[config.mk]
export PLATFORM = sky130hd
export DESIGN_NAME = sha256_message_hasher
export DESIGN_NICKNAME = d
export VERILOG_FILES = /design/src/rtl/sha256_pkg.sv /design/src/rtl/sha256_dp.sv /design/src/rtl/sha256_ctrl.sv /design/src/rtl/sha256_message_hasher.sv
export SDC_FILE = /design/constraint.sdc
export NUM_CORES = 2
export LEC_CHECK = 0
export BUFFER_PORTS_ARGS = -buffer_cell sky130_fd_sc_hd__buf_2
export CORE_AREA = 2 2 508 510
export DETAILED_ROUTE_END_ITERATION = 7
export DIE_AREA = 0 0 510 512
export GPL_ROUTABILITY_DRIVEN = 0
export MAX_ROUTING_LAYER = met4
export PLACE_DENSITY = 0.49
export SYNTH_ARGS = -nofsm -noshare
export SYNTH_HDL_FRONTEND = slang
export SYNTH_SLANG_ARGS = --single-unit
[constraint.sdc]
create_clock -name clk_i -period 15.1 [get_ports clk_i]
set_input_delay 0 -clock clk_i [delete_from_list [all_inputs] [get_ports clk_i]]
set_output_delay 0 -clock clk_i [all_outputs]
set_load 0.005 [all_outputs]
[src/rtl/sha256_pkg.sv]
package sha256_pkg;

  localparam int unsigned NumHashWords = 8;
  localparam int unsigned NumBufWords  = 16;
  localparam int unsigned NumRounds    = 64;

  localparam logic [5:0] FillLastByte = 6'd63;
  localparam logic [5:0] FillLenStart = 6'd56;
  localparam logic [7:0] PadByte      = 8'h80;
  localparam logic [2:0] MaxBytes     = 3'd4;
  localparam logic [2:0] LastWordIdx  = 3'd7;
  localparam logic [5:0] LastRound    = 6'd63;

  localparam logic [31:0] InitHash [NumHashWords] = '{
    32'h6a09e667, 32'hbb67ae85, 32'h3c6ef372, 32'ha54ff53a,
    32'h510e527f, 32'h9b05688c, 32'h1f83d9ab, 32'h5be0cd19
  };

  localparam logic [31:0] RoundK [NumRounds] = '{
    32'h428a2f98, 32'h71374491, 32'hb5c0fbcf, 32'he9b5dba5,
    32'h3956c25b, 32'h59f111f1, 32'h923f82a4, 32'hab1c5ed5,
    32'hd807aa98, 32'h12835b01, 32'h243185be, 32'h550c7dc3,
    32'h72be5d74, 32'h80deb1fe, 32'h9bdc06a7, 32'hc19bf174,
    32'he49b69c1, 32'hefbe4786, 32'h0fc19dc6, 32'h240ca1cc,
    32'h2de92c6f, 32'h4a7484aa, 32'h5cb0a9dc, 32'h76f988da,
    32'h983e5152, 32'ha831c66d, 32'hb00327c8, 32'hbf597fc7,
    32'hc6e00bf3, 32'hd5a79147, 32'h06ca6351, 32'h14292967,
    32'h27b70a85, 32'h2e1b2138, 32'h4d2c6dfc, 32'h53380d13,
    32'h650a7354, 32'h766a0abb, 32'h81c2c92e, 32'h92722c85,
    32'ha2bfe8a1, 32'ha81a664b, 32'hc24b8b70, 32'hc76c51a3,
    32'hd192e819, 32'hd6990624, 32'hf40e3585, 32'h106aa070,
    32'h19a4c116, 32'h1e376c08, 32'h2748774c, 32'h34b0bcb5,
    32'h391c0cb3, 32'h4ed8aa4a, 32'h5b9cca4f, 32'h682e6ff3,
    32'h748f82ee, 32'h78a5636f, 32'h84c87814, 32'h8cc70208,
    32'h90befffa, 32'ha4506ceb, 32'hbef9a3f7, 32'hc67178f2
  };

  typedef struct packed {
    logic [31:0] data_word;
    logic [2:0]  byte_count;
    logic        end_of_message;
  } in_t;

  typedef struct packed {
    logic [31:0] digest_word;
    logic [2:0]  word_index;
    logic        last_word;
  } out_t;

  typedef enum logic [1:0] {
    SEL_DATA,
    SEL_PAD,
    SEL_ZERO,
    SEL_LEN
  } byte_sel_e;

  typedef struct packed {
    logic      load;
    logic      push;
    byte_sel_e sel;
    logic [2:0] idx;
    logic      init_v;
    logic      round;
    logic [5:0] rnd;
    logic      add;
    logic      clear;
  } cmd_t;

  typedef struct packed {
    logic       fill63;
    logic       fill56;
    logic [2:0] cnt;
    logic       eom;
  } stat_t;

  function automatic logic [31:0] rotr(logic [31:0] x, int unsigned n);
    return (x >> n) | (x << (32 - n));
  endfunction

endpackage

[src/rtl/sha256_dp.sv]
module sha256_dp (
  input  logic               clk_i,
  input  logic               rst_ni,
  input  sha256_pkg::in_t    in_data_i,
  input  sha256_pkg::cmd_t   cmd_i,
  output sha256_pkg::stat_t  stat_o,
  output sha256_pkg::out_t   out_data_o
);
  import sha256_pkg::*;

  logic [31:0] word_q;
  logic [2:0]  cnt_q;
  logic        eom_q;
  logic [5:0]  fill_q;
  logic [63:0] bytes_q;
  logic [31:0] hash_q [NumHashWords];
  logic [31:0] v_q    [NumHashWords];
  logic [31:0] buf_q  [NumBufWords];

  logic [2:0]  cnt_in;
  logic [7:0]  push_byte;
  logic [63:0] bit_len;
  logic [4:0]  shamt;
  logic [31:0] s0, s1, w_new, big_s0, big_s1, ch, maj, t1, t2;

  assign cnt_in  = (in_data_i.byte_count > MaxBytes) ? MaxBytes : in_data_i.byte_count;
  assign bit_len = {bytes_q[60:0], 3'b000};
  assign shamt   = {~fill_q[1:0], 3'b000};

  always_comb begin
    case (cmd_i.sel)
      SEL_DATA: push_byte = word_q[{~cmd_i.idx[1:0], 3'b000} +: 8];
      SEL_PAD:  push_byte = PadByte;
      SEL_LEN:  push_byte = bit_len[{~cmd_i.idx, 3'b000} +: 8];
      default:  push_byte = 8'h00;
    endcase
  end

  // message schedule runs in place over the block buffer
  assign s0    = rotr(buf_q[1], 7) ^ rotr(buf_q[1], 18) ^ (buf_q[1] >> 3);
  assign s1    = rotr(buf_q[14], 17) ^ rotr(buf_q[14], 19) ^ (buf_q[14] >> 10);
  assign w_new = s1 + buf_q[9] + s0 + buf_q[0];

  assign big_s1 = rotr(v_q[4], 6) ^ rotr(v_q[4], 11) ^ rotr(v_q[4], 25);
  assign big_s0 = rotr(v_q[0], 2) ^ rotr(v_q[0], 13) ^ rotr(v_q[0], 22);
  assign ch     = (v_q[4] & v_q[5]) ^ (~v_q[4] & v_q[6]);
  assign maj    = (v_q[0] & v_q[1]) ^ (v_q[0] & v_q[2]) ^ (v_q[1] & v_q[2]);
  assign t1     = v_q[7] + big_s1 + ch + RoundK[cmd_i.rnd] + buf_q[0];
  assign t2     = big_s0 + maj;

  always_ff @(posedge clk_i or negedge rst_ni) begin
    if (!rst_ni) begin
      fill_q  <= '0;
      bytes_q <= '0;
      hash_q  <= InitHash;
    end else begin
      if (cmd_i.load) bytes_q <= bytes_q + 64'(cnt_in);
      if (cmd_i.push) fill_q <= fill_q + 6'd1;
      if (cmd_i.add) begin
        for (int i = 0; i < NumHashWords; i++) hash_q[i] <= hash_q[i] + v_q[i];
      end
      if (cmd_i.clear) begin
        hash_q  <= InitHash;
        bytes_q <= '0;
        fill_q  <= '0;
      end
    end
  end

  always_ff @(posedge clk_i) begin
    if (cmd_i.load) begin
      word_q <= in_data_i.data_word;
      cnt_q  <= cnt_in;
      eom_q  <= in_data_i.end_of_message;
    end
    if (cmd_i.round) begin
      for (int i = 0; i < NumBufWords - 1; i++) buf_q[i] <= buf_q[i + 1];
      buf_q[NumBufWords - 1] <= w_new;
    end else if (cmd_i.push) begin
      buf_q[fill_q[5:2]][shamt +: 8] <= push_byte;
    end
    if (cmd_i.init_v) begin
      v_q <= hash_q;
    end else if (cmd_i.round) begin
      v_q[7] <= v_q[6];
      v_q[6] <= v_q[5];
      v_q[5] <= v_q[4];
      v_q[4] <= v_q[3] + t1;
      v_q[3] <= v_q[2];
      v_q[2] <= v_q[1];
      v_q[1] <= v_q[0];
      v_q[0] <= t1 + t2;
    end
  end

  assign stat_o.fill63 = (fill_q == FillLastByte);
  assign stat_o.fill56 = (fill_q == FillLenStart);
  assign stat_o.cnt    = cnt_q;
  assign stat_o.eom    = eom_q;

  assign out_data_o.digest_word = hash_q[cmd_i.idx];
  assign out_data_o.word_index  = cmd_i.idx;
  assign out_data_o.last_word   = (cmd_i.idx == LastWordIdx);

endmodule

[src/rtl/sha256_ctrl.sv]
module sha256_ctrl (
  input  logic               clk_i,
  input  logic               rst_ni,
  input  logic               in_valid_i,
  output logic               in_stall_o,
  output logic               out_valid_o,
  input  logic               out_stall_i,
  input  sha256_pkg::stat_t  stat_i,
  output sha256_pkg::cmd_t   cmd_o
);
  import sha256_pkg::*;

  typedef enum logic [2:0] {
    ST_IDLE,
    ST_BYTES,
    ST_PAD,
    ST_ZERO,
    ST_LEN,
    ST_ROUND,
    ST_ADD,
    ST_OUT
  } state_e;

  state_e     state_q, state_d, ret_q, ret_d;
  logic [2:0] k_q, k_d;
  logic [5:0] rnd_q, rnd_d;

  always_comb begin
    state_d    = state_q;
    ret_d      = ret_q;
    k_d        = k_q;
    rnd_d      = rnd_q;
    cmd_o      = '0;
    cmd_o.sel  = SEL_ZERO;
    cmd_o.idx  = k_q;
    cmd_o.rnd  = rnd_q;
    unique case (state_q)
      ST_IDLE: begin
        if (in_valid_i) begin
          cmd_o.load = 1'b1;
          k_d        = '0;
          state_d    = ST_BYTES;
        end
      end
      ST_BYTES: begin
        if (k_q == stat_i.cnt) begin
          k_d     = '0;
          state_d = stat_i.eom ? ST_PAD : ST_IDLE;
        end else begin
          cmd_o.push = 1'b1;
          cmd_o.sel  = SEL_DATA;
          k_d        = k_q + 3'd1;
          if (stat_i.fill63) begin
            cmd_o.init_v = 1'b1;
            ret_d        = ST_BYTES;
            rnd_d        = '0;
            state_d      = ST_ROUND;
          end
        end
      end
      ST_PAD: begin
        cmd_o.push = 1'b1;
        cmd_o.sel  = SEL_PAD;
        state_d    = ST_ZERO;
        if (stat_i.fill63) begin
          cmd_o.init_v = 1'b1;
          ret_d        = ST_ZERO;
          rnd_d        = '0;
          state_d      = ST_ROUND;
        end
      end
      ST_ZERO: begin
        if (stat_i.fill56) begin
          k_d     = '0;
          state_d = ST_LEN;
        end else begin
          cmd_o.push = 1'b1;
          cmd_o.sel  = SEL_ZERO;
          if (stat_i.fill63) begin
            cmd_o.init_v = 1'b1;
            ret_d        = ST_ZERO;
            rnd_d        = '0;
            state_d      = ST_ROUND;
          end
        end
      end
      ST_LEN: begin
        cmd_o.push = 1'b1;
        cmd_o.sel  = SEL_LEN;
        k_d        = k_q + 3'd1;
        if (k_q == LastWordIdx) begin
          cmd_o.init_v = 1'b1;
          ret_d        = ST_OUT;
          rnd_d        = '0;
          k_d          = '0;
          state_d      = ST_ROUND;
        end
      end
      ST_ROUND: begin
        cmd_o.round = 1'b1;
        rnd_d       = rnd_q + 6'd1;
        if (rnd_q == LastRound) state_d = ST_ADD;
      end
      ST_ADD: begin
        cmd_o.add = 1'b1;
        state_d   = ret_q;
      end
      ST_OUT: begin
        if (!out_stall_i) begin
          k_d = k_q + 3'd1;
          if (k_q == LastWordIdx) begin
            cmd_o.clear = 1'b1;
            k_d         = '0;
            state_d     = ST_IDLE;
          end
        end
      end
      default: state_d = ST_IDLE;
    endcase
  end

  always_ff @(posedge clk_i or negedge rst_ni) begin
    if (!rst_ni) begin
      state_q <= ST_IDLE;
      ret_q   <= ST_IDLE;
      k_q     <= '0;
      rnd_q   <= '0;
    end else begin
      state_q <= state_d;
      ret_q   <= ret_d;
      k_q     <= k_d;
      rnd_q   <= rnd_d;
    end
  end

  assign in_stall_o  = (state_q != ST_IDLE);
  assign out_valid_o = (state_q == ST_OUT);

endmodule

[src/rtl/sha256_message_hasher.sv]
// sha-256 message hasher
// input channel (in_valid_i / in_stall_o / in_data_i): one item per accepted
// handshake, carrying a big-endian word with 0 to 4 leading valid bytes and an
// end-of-message flag; only the final item of a message may be partial, and
// byte counts above four count as four
// output channel (out_valid_o / out_stall_i / out_data_o): after an item with
// end of message, the eight digest words come out in order, index 0 first,
// last_word set on index 7
// sequence: the byte loader takes an item and pushes its bytes into the block
// buffer; every 64 bytes start the round unit (one round per cycle) and the
// hash update; the end of message pushes the pad byte, zero bytes up to the
// length field and the 8 length bytes, runs the round unit and hash update for
// each block that the padding completes, then gives the 8 digest words at one
// per cycle when the receiver does not stall
// the block takes one item at a time: in_stall_o is high while an item is in
// the loader, the round unit or the digest output
// a stalled output word holds until taken; the next message starts after the
// last digest word is taken
// reset loads the initial hash values and clears the fill and length counters
module sha256_message_hasher (
  input  logic              clk_i,
  input  logic              rst_ni,
  input  logic              in_valid_i,
  output logic              in_stall_o,
  input  sha256_pkg::in_t   in_data_i,
  output logic              out_valid_o,
  input  logic              out_stall_i,
  output sha256_pkg::out_t  out_data_o
);
  import sha256_pkg::*;

  cmd_t  cmd;
  stat_t stat;

  // sequencer: byte loading, padding, rounds and digest readout
  sha256_ctrl u_ctrl (
    .clk_i       (clk_i),
    .rst_ni      (rst_ni),
    .in_valid_i  (in_valid_i),
    .in_stall_o  (in_stall_o),
    .out_valid_o (out_valid_o),
    .out_stall_i (out_stall_i),
    .stat_i      (stat),
    .cmd_o       (cmd)
  );

  // block buffer, schedule, round unit and running hash
  sha256_dp u_dp (
    .clk_i      (clk_i),
    .rst_ni     (rst_ni),
    .in_data_i  (in_data_i),
    .cmd_i      (cmd),
    .stat_o     (stat),
    .out_data_o (out_data_o)
  );

endmodule
==> flow_summary.json <==
{
  "stdcell_area_sq_mm": 0.0857,
  "syn2layout_area_growth_pct": 12.0,
  "hpwlAfterDp_um": 196000,
  "rsz0062_at_grt": "no",
  "antenna_found_initial": 6,
  "hp-class": "input pin to flop",
  "worst-path-max-fanout": 26,
  "routed_wire_length_per_instance_um": 23.7,
  "dieArea_sq_mm": 0.261,
  "die_w_um": 510,
  "synth-edff-count": 804,
  "fin_crit_sh": 0.690,
  "cp.required_ps": 15610,
  "drt_first_pass_iters": 7,
  "clk-insertion-delay-late_ps": 810,
  "synthMuxAreaShare": 0.0391,
  "worstMarginPinSlew_ps": 1220,
  "grt_pass1_vias": 58300,
  "holdWs_ps": 88.3,
  "ys_async_sr_fraction": 0.296,
  "ios": 78,
  "setup.worst_path.end_class": "flop",
  "synthFlopType": "edfxtp_1",
  "rr_endpoint": "u_dp.v_q[255]",
  "clock_sinks": 1142,
  "cts.clk_slew.worst_paths_ps": 60,
  "synth_nets": 8620,
  "clockBufferDepth": 3,
  "rrSetupSlack_ps": 4690,
  "syn_inst": 7985,
  "netlist_area_sq_mm": 0.0765,
  "startpoint": "u_ctrl.rnd_q[1]",
  "max_cap_viol_count": 0,
  "synth_xor_area_frac": 0.0716,
  "fill_cells": 26000,
  "status": "finished clean",
  "synth-simple-area-share": 0.141,
  "hold_buffers": 74,
  "timing.rr.start": "u_ctrl.rnd_q[1]",
  "slew_headroom": 0.172,
  "drc": 0,
  "cp.arrival_ps": 10920,
  "routed_wl_um": 271000,
  "dieHeight_um": 512,
  "drv_slew": 0,
  "coreArea_sq_mm": 0.256,
  "root_buffer": "clkbuf_16",
  "dpl_cell_area_sq_mm": 0.0801,
  "grt_overflow": 0,
  "r2r.worst_path.cells": 43,
  "endpoint": "u_dp.v_q[255]",
  "ys_ff_latch": 1142,
  "cp_slowest_cell": "fa_1",
  "post_cts_buffers": 0,
  "worst_setup_path_start_kind": "flop",
  "synth-compound-area-share": 0.162,
  "path_class": "flop to flop",
  "crit_top_cell": "inv_1",
  "synthAdderAreaFrac": 0.117,
  "synthDistinctLibCells": 107,
  "yosys_warnings": 0,
  "vias": 60600,
  "grt_max_degree": 160,
  "htree_levels": 4,
  "fin_skew_ps": 35.6,
  "cts_made_buffers": 138,
  "synth_top_family_by_area": "compound AO/OA/AOI/OAI gates",
  "ant_nets": 0,
  "avgViaCountPerCell": 5.30,
  "row_count": 186,
  "fin_nets": 8563,
  "cts_resized": 0,
  "cp_slowest_stage_delay_ps": 600,
  "setup_viol": 0,
  "yosysSeqAreaShare": 0.428,
  "avgSynthCellArea_sq_um": 9.58,
  "cts_tree": "done",
  "track_usage": 0.209,
  "drtIter0Drc": 5925,
  "fin_crit_ps": 10410,
  "fin_setup_tns_ps": 0,
  "start_util": 0.299,
  "io_buffers": 77,
  "final_hold_viol_count": 0,
  "fmax_mhz": 96.0,
  "layout-drive-gt1-share": 0.0868,
  "grt_pass1_wl_um": 398000
}
[placed cells by master (no fill, tap or decap), types with 107 or more instances in the layout]
| cell type | instances |
|---|---|
| a21o_1 | 195 |
| a21oi_1 | 499 |
| clkbuf_16 | 140 |
| dfrtp_1 | 196 |
| dfstp_2 | 136 |
| edfxtp_1 | 804 |
| fa_1 | 196 |
| ha_1 | 399 |
| inv_1 | 388 |
| nand2_1 | 1594 |
| nand3_1 | 144 |
| nor2_1 | 333 |
| nor3_1 | 107 |
| o21ai_0 | 906 |
| xnor2_1 | 372 |
| xor2_1 | 253 |
[registers in the layout, summed over array words and instances (netlist names), 6 cells and up]
register      count
u_dp.buf_q      512
u_dp.hash_q     256
u_dp.v_q        256
u_dp.bytes_q     61
u_dp.word_q      32
u_ctrl.rnd_q      6
u_dp.fill_q       6
[final cells by class]
cell class                      count  area [sq um]  area share
Multi-Input combinational cell   6033         40700       0.475
Sequential cell                  1142         32800       0.383
Tap cell                         3384          4230      0.0494
Clock buffer                      176          3760      0.0439
Timing Repair Buffer              222          1710      0.0200
Inverter                          391          1470      0.0171
Clock inverter                     76           982      0.0115
Antenna cell                        5          12.5    0.000146
[stage by stage]
step           cells  worst slack, ps   util
2_1_floorplan   7985             6330      -
3_3_place_gp   11100             4890  0.313
3_5_place_dp   11100             4950  0.313
4_1_cts        11400             4860  0.335
5_1_grt        11400             4010  0.335
6_report       11400             4690  0.335
[per-layer routing]
metal / share of wire / track usage / up-vias
li1: - / - / 28000
met4: 0.038 / 0.0718 / 0
met1: 0.44 / 0.281 / 29900
met3: 0.071 / 0.0374 / 461
met2: 0.45 / 0.316 / 2225
met5: 0 / - / -
[synthesized netlist by cell type, types with 31 or more instances]
cell,count,area share
a211oi_1,42,0.0041
a21o_1,195,0.019
a21oi_1,500,0.033
a31oi_1,47,0.0038
and3_1,36,0.0029
buf_1,31,0.0015
buf_2,52,0.0034
clkbuf_1,331,0.016
dfrtp_1,202,0.066
dfstp_2,136,0.047
edfxtp_1,804,0.32
fa_1,196,0.051
ha_1,399,0.065
inv_1,388,0.019
mux2_2,35,0.0052
mux2i_1,57,0.0075
mux4_2,90,0.026
nand2_1,1597,0.078
nand2b_1,88,0.0072
nand3_1,144,0.0094
nor2_1,335,0.016
nor2b_1,53,0.0043
nor3_1,113,0.0074
o21a_1,39,0.0038
o21ai_0,906,0.059
o21ai_1,66,0.0043
o21bai_1,57,0.0056
or3_1,40,0.0033
xnor2_1,372,0.043
xor2_1,253,0.029
[worst min path at each step]
stage	start	to	slack [ps]	cells past startpoint
floorplan	rst_ni	u_ctrl.k_q[0]	-300	0
global route	in_data_i[31]	u_dp.word_q[27]	80	2
finish	in_data_i[31]	u_dp.word_q[27]	90	2
detailed placement	rst_ni	u_dp.hash_q[90]	60	1
CTS	in_data_i[31]	u_dp.word_q[27]	40	2
global placement	rst_ni	u_dp.hash_q[90]	50	1
[worst max-delay path, delay by kind of cell, from the launching register on]
kind | cells | cell delay [ps]
AOI/OAI and AO/OA | 18 | 3630
buffers and inverters | 8 | 1170
and+or+nand+nor | 7 | 1330
xor gates and xnor gates | 3 | 490
adders and majority gates | 7 | 3160
DFF | 1 | 320
[logic make-up after synthesis]
kind of cell / after synthesis
simple gates: 2524
compound gates: 2104
flops: 1142
buf+inv: 810
xor+xnor: 625
fa+ha+maj: 598
mux: 182
Power is left out: the tool's default activity adds up to more than one toggle a clock period on the data nets, which glitch-free logic cannot reach.
